### config.mk
export PLATFORM = sky130hd
export DESIGN_NAME = sle_cell
export DESIGN_NICKNAME = d
export VERILOG_FILES = /design/src/sv/sle_pkg.sv /design/src/sv/sle_cell.sv
export SDC_FILE = /design/constraint.sdc
export NUM_CORES = 1
export LEC_CHECK = 0
export ABC_AREA = 0
export BUFFER_PORTS_ARGS = -buffer_cell sky130_fd_sc_hd__buf_2
export CORE_UTILIZATION = 34
export DETAILED_ROUTE_END_ITERATION = 10
export GPL_ROUTABILITY_DRIVEN = 0
export PLACE_DENSITY_LB_ADDON = 0.1
export SYNTH_ARGS = -nofsm -noshare
export SYNTH_HDL_FRONTEND = slang
export SYNTH_SLANG_ARGS = --single-unit
### constraint.sdc
create_clock -name clk -period 1.7 [get_ports clk]
set_input_delay 0.085 -clock clk [delete_from_list [all_inputs] [get_ports clk]]
set_output_delay 0.085 -clock clk [all_outputs]
set_load 0.05 [all_outputs]
### src/sv/sle_pkg.sv
// shared action codes and cell control type for the sequential list engine
// no dependencies
`default_nettype none

package sle_pkg;

	// request kinds
	localparam logic [1:0] ACT_INSERT = 2'd0;
	localparam logic [1:0] ACT_DELETE = 2'd1;
	localparam logic [1:0] ACT_LOCATE = 2'd2;
	localparam logic [1:0] ACT_READ   = 2'd3;

	// stream field widths
	localparam int ACTION_W = 2;
	localparam int POS_W    = 7;
	localparam int VALUE_W  = 32;
	localparam int SMALL_W  = 7;
	localparam int IN_W     = 48;
	localparam int OUT_W    = 48;

	// per-cell control for one accepted transaction
	typedef struct packed {
		logic load;        // take the inserted word
		logic from_left;   // shift up: take left neighbor
		logic from_right;  // shift down: take right neighbor
		logic pick;        // this cell is the one being read or deleted
		logic live;        // cell lies inside the current list
		logic sample;      // capture compare and pick results
	} cell_ctl_t;

endpackage

`default_nettype wire

### src/sv/sle_cell.sv
// one list cell: holds a word, shifts with its neighbors, compares and picks
// depends on sle_pkg
`default_nettype none

module sle_cell #(
	parameter int DW = 32
) (
	input  wire                 clk,
	input  sle_pkg::cell_ctl_t  ctl,
	input  wire  [DW-1:0]       val,
	input  wire  [DW-1:0]       left,
	input  wire  [DW-1:0]       right,
	output logic [DW-1:0]       word,
	output logic                hit_s1,
	output logic [DW-1:0]       pick_s1
);
	import sle_pkg::*;

	logic [DW-1:0] word_q;

	// stored word: insert, shift up or shift down
	always_ff @(posedge clk) begin
		if (ctl.load) begin
			word_q <= val;
		end else if (ctl.from_left) begin
			word_q <= left;
		end else if (ctl.from_right) begin
			word_q <= right;
		end
	end

	// compare and pick against contents before the shift
	always_ff @(posedge clk) begin
		if (ctl.sample) begin
			hit_s1  <= ctl.live && (word_q == val);
			pick_s1 <= ctl.pick ? word_q : '0;
		end
	end

	assign word = word_q;

endmodule

`default_nettype wire

==> flow_metrics.py <==
metrics = {
    "run_status": {
        "status": "finished clean",
    },
    "finish": {
        "num-fill-cells": 831,
        "area.growth.synth_to_final_pct": 36.2,
        "ff_latch_area_mm2": 0.00195,
        "finalNetCount": 524,
        "utilization_pct": 48.7,
        "drive_gt1_share_pct": 44.0,
        "final_cells": 533,
        "num_antenna_cells": 0,
        "multi_input_area_mm2": 0.00117,
        "fin_area_mm2": 0.00433,
    },
    "sta": {
        "hold_viol": 0,
        "rsz0062_at_grt": "false",
        "layout_setup_ws_ns": 0.165,
        "slew_violations": 0,
        "period_needed_ns": 1.53,
        "finalSetupViolations": 0,
        "max_freq_ghz": 0.652,
        "hold_slack_ns": 0.0578,
        "fin_skew_ns": 0.00849,
        "slew_headroom_pct": 64.7,
        "tns_ns": 0,
        "post-route-period-util_pct": 90.3,
        "worst_pin_slew_ns": 0.529,
    },
    "critical_path": {
        "startpoint_type": "flop",
        "cp_data_required_time_ns": 1.88,
        "worstPathMaxFanout": 3,
        "worst-setup-path-type": "reg2reg",
        "cp.arrival_ns": 1.71,
        "crit_path_end_kind": "flop",
    },
    "cts": {
        "cts_sinks": 65,
        "htreeDepth": 3,
        "clk_pin_slew_worst_paths_ns": 0.08,
        "ctsResizeCount": 0,
        "cts-buffers-inserted": 9,
        "clkLatencyLatePin_ns": 0.33,
        "root_buffer": "clkbuf_8",
        "post-cts-setup-buffer-count": 0,
        "cts_buffer_depth": 2,
        "cts_hold_buf": 0,
        "cts_tree": "yes",
    },
    "logic_synthesis": {
        "avgSynthCellArea_um2": 12.6,
        "syn_inst": 252,
        "synthAdderAreaFrac_pct": 0,
        "yosysWarnings": 0,
        "syn-num-nets": 355,
        "synth_area_mm2": 0.00318,
        "yosys_most_used_dff": "edfxtp_1",
        "yosys-top-cells-count": "edfxtp_1 (65), and2_1 (32), mux2i_1 (32), nand2_1 (32), o21ai_0 (32)",
        "synth.most_common_cell": "edfxtp_1",
        "yosys.area_share.simple_pct": 12.6,
        "synth-edff-count": 65,
        "muxShareOfSynthArea_pct": 10.1,
        "synth_compound_area_share_pct": 5.04,
        "synth.distinct_cells": 16,
        "synth_top_area_share_pct": 61.4,
        "async_flop_share_pct": 0,
        "yosysTopAreaCell": "edfxtp_1",
        "ys_seq_area_share_pct": 61.4,
        "synth_seq_cells": 65,
        "synth_top_family_by_area": "simple AND/OR/NAND/NOR gates",
        "synth-xor-area-share_pct": 8.81,
        "synth_area_leaders": "edfxtp_1 (61%), mux2i_1 (10%), xor2_1 (8.5%)",
    },
    "worst_hold_path": {
        "hp-class": "in2reg",
    },
    "route": {
        "drt-pass1-iter-count": 4,
        "routed_wl_um": 8350,
        "avgRoutedWirePerCell_um": 15.7,
        "route.detailed.drc": 0,
        "drtIter0Drc": 78,
        "routed-via-count": 2481,
        "viasPerCell": 4.65,
        "ant_nets": 0,
    },
    "placement": {
        "place_inst": 518,
        "post_dp_cell_area_mm2": 0.00415,
        "pre_cts_ws_ns": 0.0992,
        "portBuffers": 167,
        "dp_hpwl_um": 6300,
    },
    "floorplan": {
        "rows": 34,
        "pin_count": 168,
        "die-height_um": 98.7,
        "core_area_mm2": 0.00889,
        "start_util_pct": 35.8,
        "die_area_mm2": 0.00975,
        "die_x_um": 98.7,
    },
    "global_route": {
        "grt_util_all_layers_pct": 17.5,
        "overflow": 0,
        "grt_max_degree": 65,
        "antenna_found_initial": 0,
        "grt_pass1_vias": 2371,
        "grt_pass1_wl_um": 12600,
    },
    "power_and_ir_drop": {
        "vdd_drop_max_uv": 322,
        "power_mw": 4.39,
        "powerDensity_mw_per_mm2": 1010,
        "p_leak_nw": 2.01,
    },
    "flow_run": {
        "cap_viol_max_count": 0,
    },
}
-- metal layers --
layer,routed length (µm),up-vias,share of wire [%],GRT usage (%)
met3,510,8,6.1,3.62
met5,0,-,0,0
met4,91,0,1.1,6.89
li1,-,1239,-,-
met2,3920,101,47,28.1
met1,3820,1133,46,23.3
-- path summary, 6_finish.rpt --
check,start,to,slack (ns),cells after the start
setup / recovery,word[25],hit_s1,0.17,4
hold / removal,val[13],word[13],0.06,3
setup reg to reg,word[25],hit_s1,0.17,4
hold reg to reg,word[18],pick_s1[18],0.58,1
-- area by class of cell --
| cell class | count | area share [%] |
|---|---|---|
| sequential | 65 | 45.1 |
| multi-input combinational | 173 | 27.0 |
| timing repair buffer | 172 | 20.7 |
| tap | 108 | 3.12 |
| clock buffer | 10 | 2.95 |
| clock inverter | 5 | 1.10 |
-- logic make-up after synthesis --
kind of cell    count (synthesis)
flops                          65
compound gates                 32
mux                            32
xor+xnor                       32
buf+inv                        14
simple gates                   77
-- flip-flops by register name, summed over array words and instances, names as in the netlist --
register  count
word         32
pick_s1      32
hit_s1        1
-- worst max-delay path: stages, from the launching register on --
cell	delay, ns
edfxtp_1	0.41
xor2_1	0.19
nor4_1	0.40
nand4_1	0.20
nor3_2	0.20
-- cell usage in the layout, fill, tap and decap left out --
| master | instances |
|---|---|
| buf_2 | 167 |
| nor4_1 | 6 |
| nand4_1 | 1 |
| xnor2_1 | 1 |
| clkinv_1 | 2 |
| o21ai_0 | 32 |
| edfxtp_1 | 65 |
| mux2i_1 | 32 |
| nand2_1 | 32 |
| nor3_1 | 1 |
| nor4_2 | 1 |
| nor3_2 | 1 |
| buf_12 | 2 |
| clkbuf_8 | 9 |
| buf_4 | 3 |
| and2_1 | 32 |
| bufinv_16 | 1 |
| clkinv_2 | 2 |
| or3_2 | 1 |
| nand3_1 | 2 |
| xor2_1 | 31 |
| clkbuf_1 | 1 |
-- power by group --
part	leakage [nW]	internal (mW)	switching (mW)	total, mW
Combinational	1.24	0.328	0.810	1.14
Sequential	0.681	1.94	0.0843	2.03
Clock	0.0910	0.655	0.567	1.22
No activity file was read; power rests on OpenSTA's default activity.
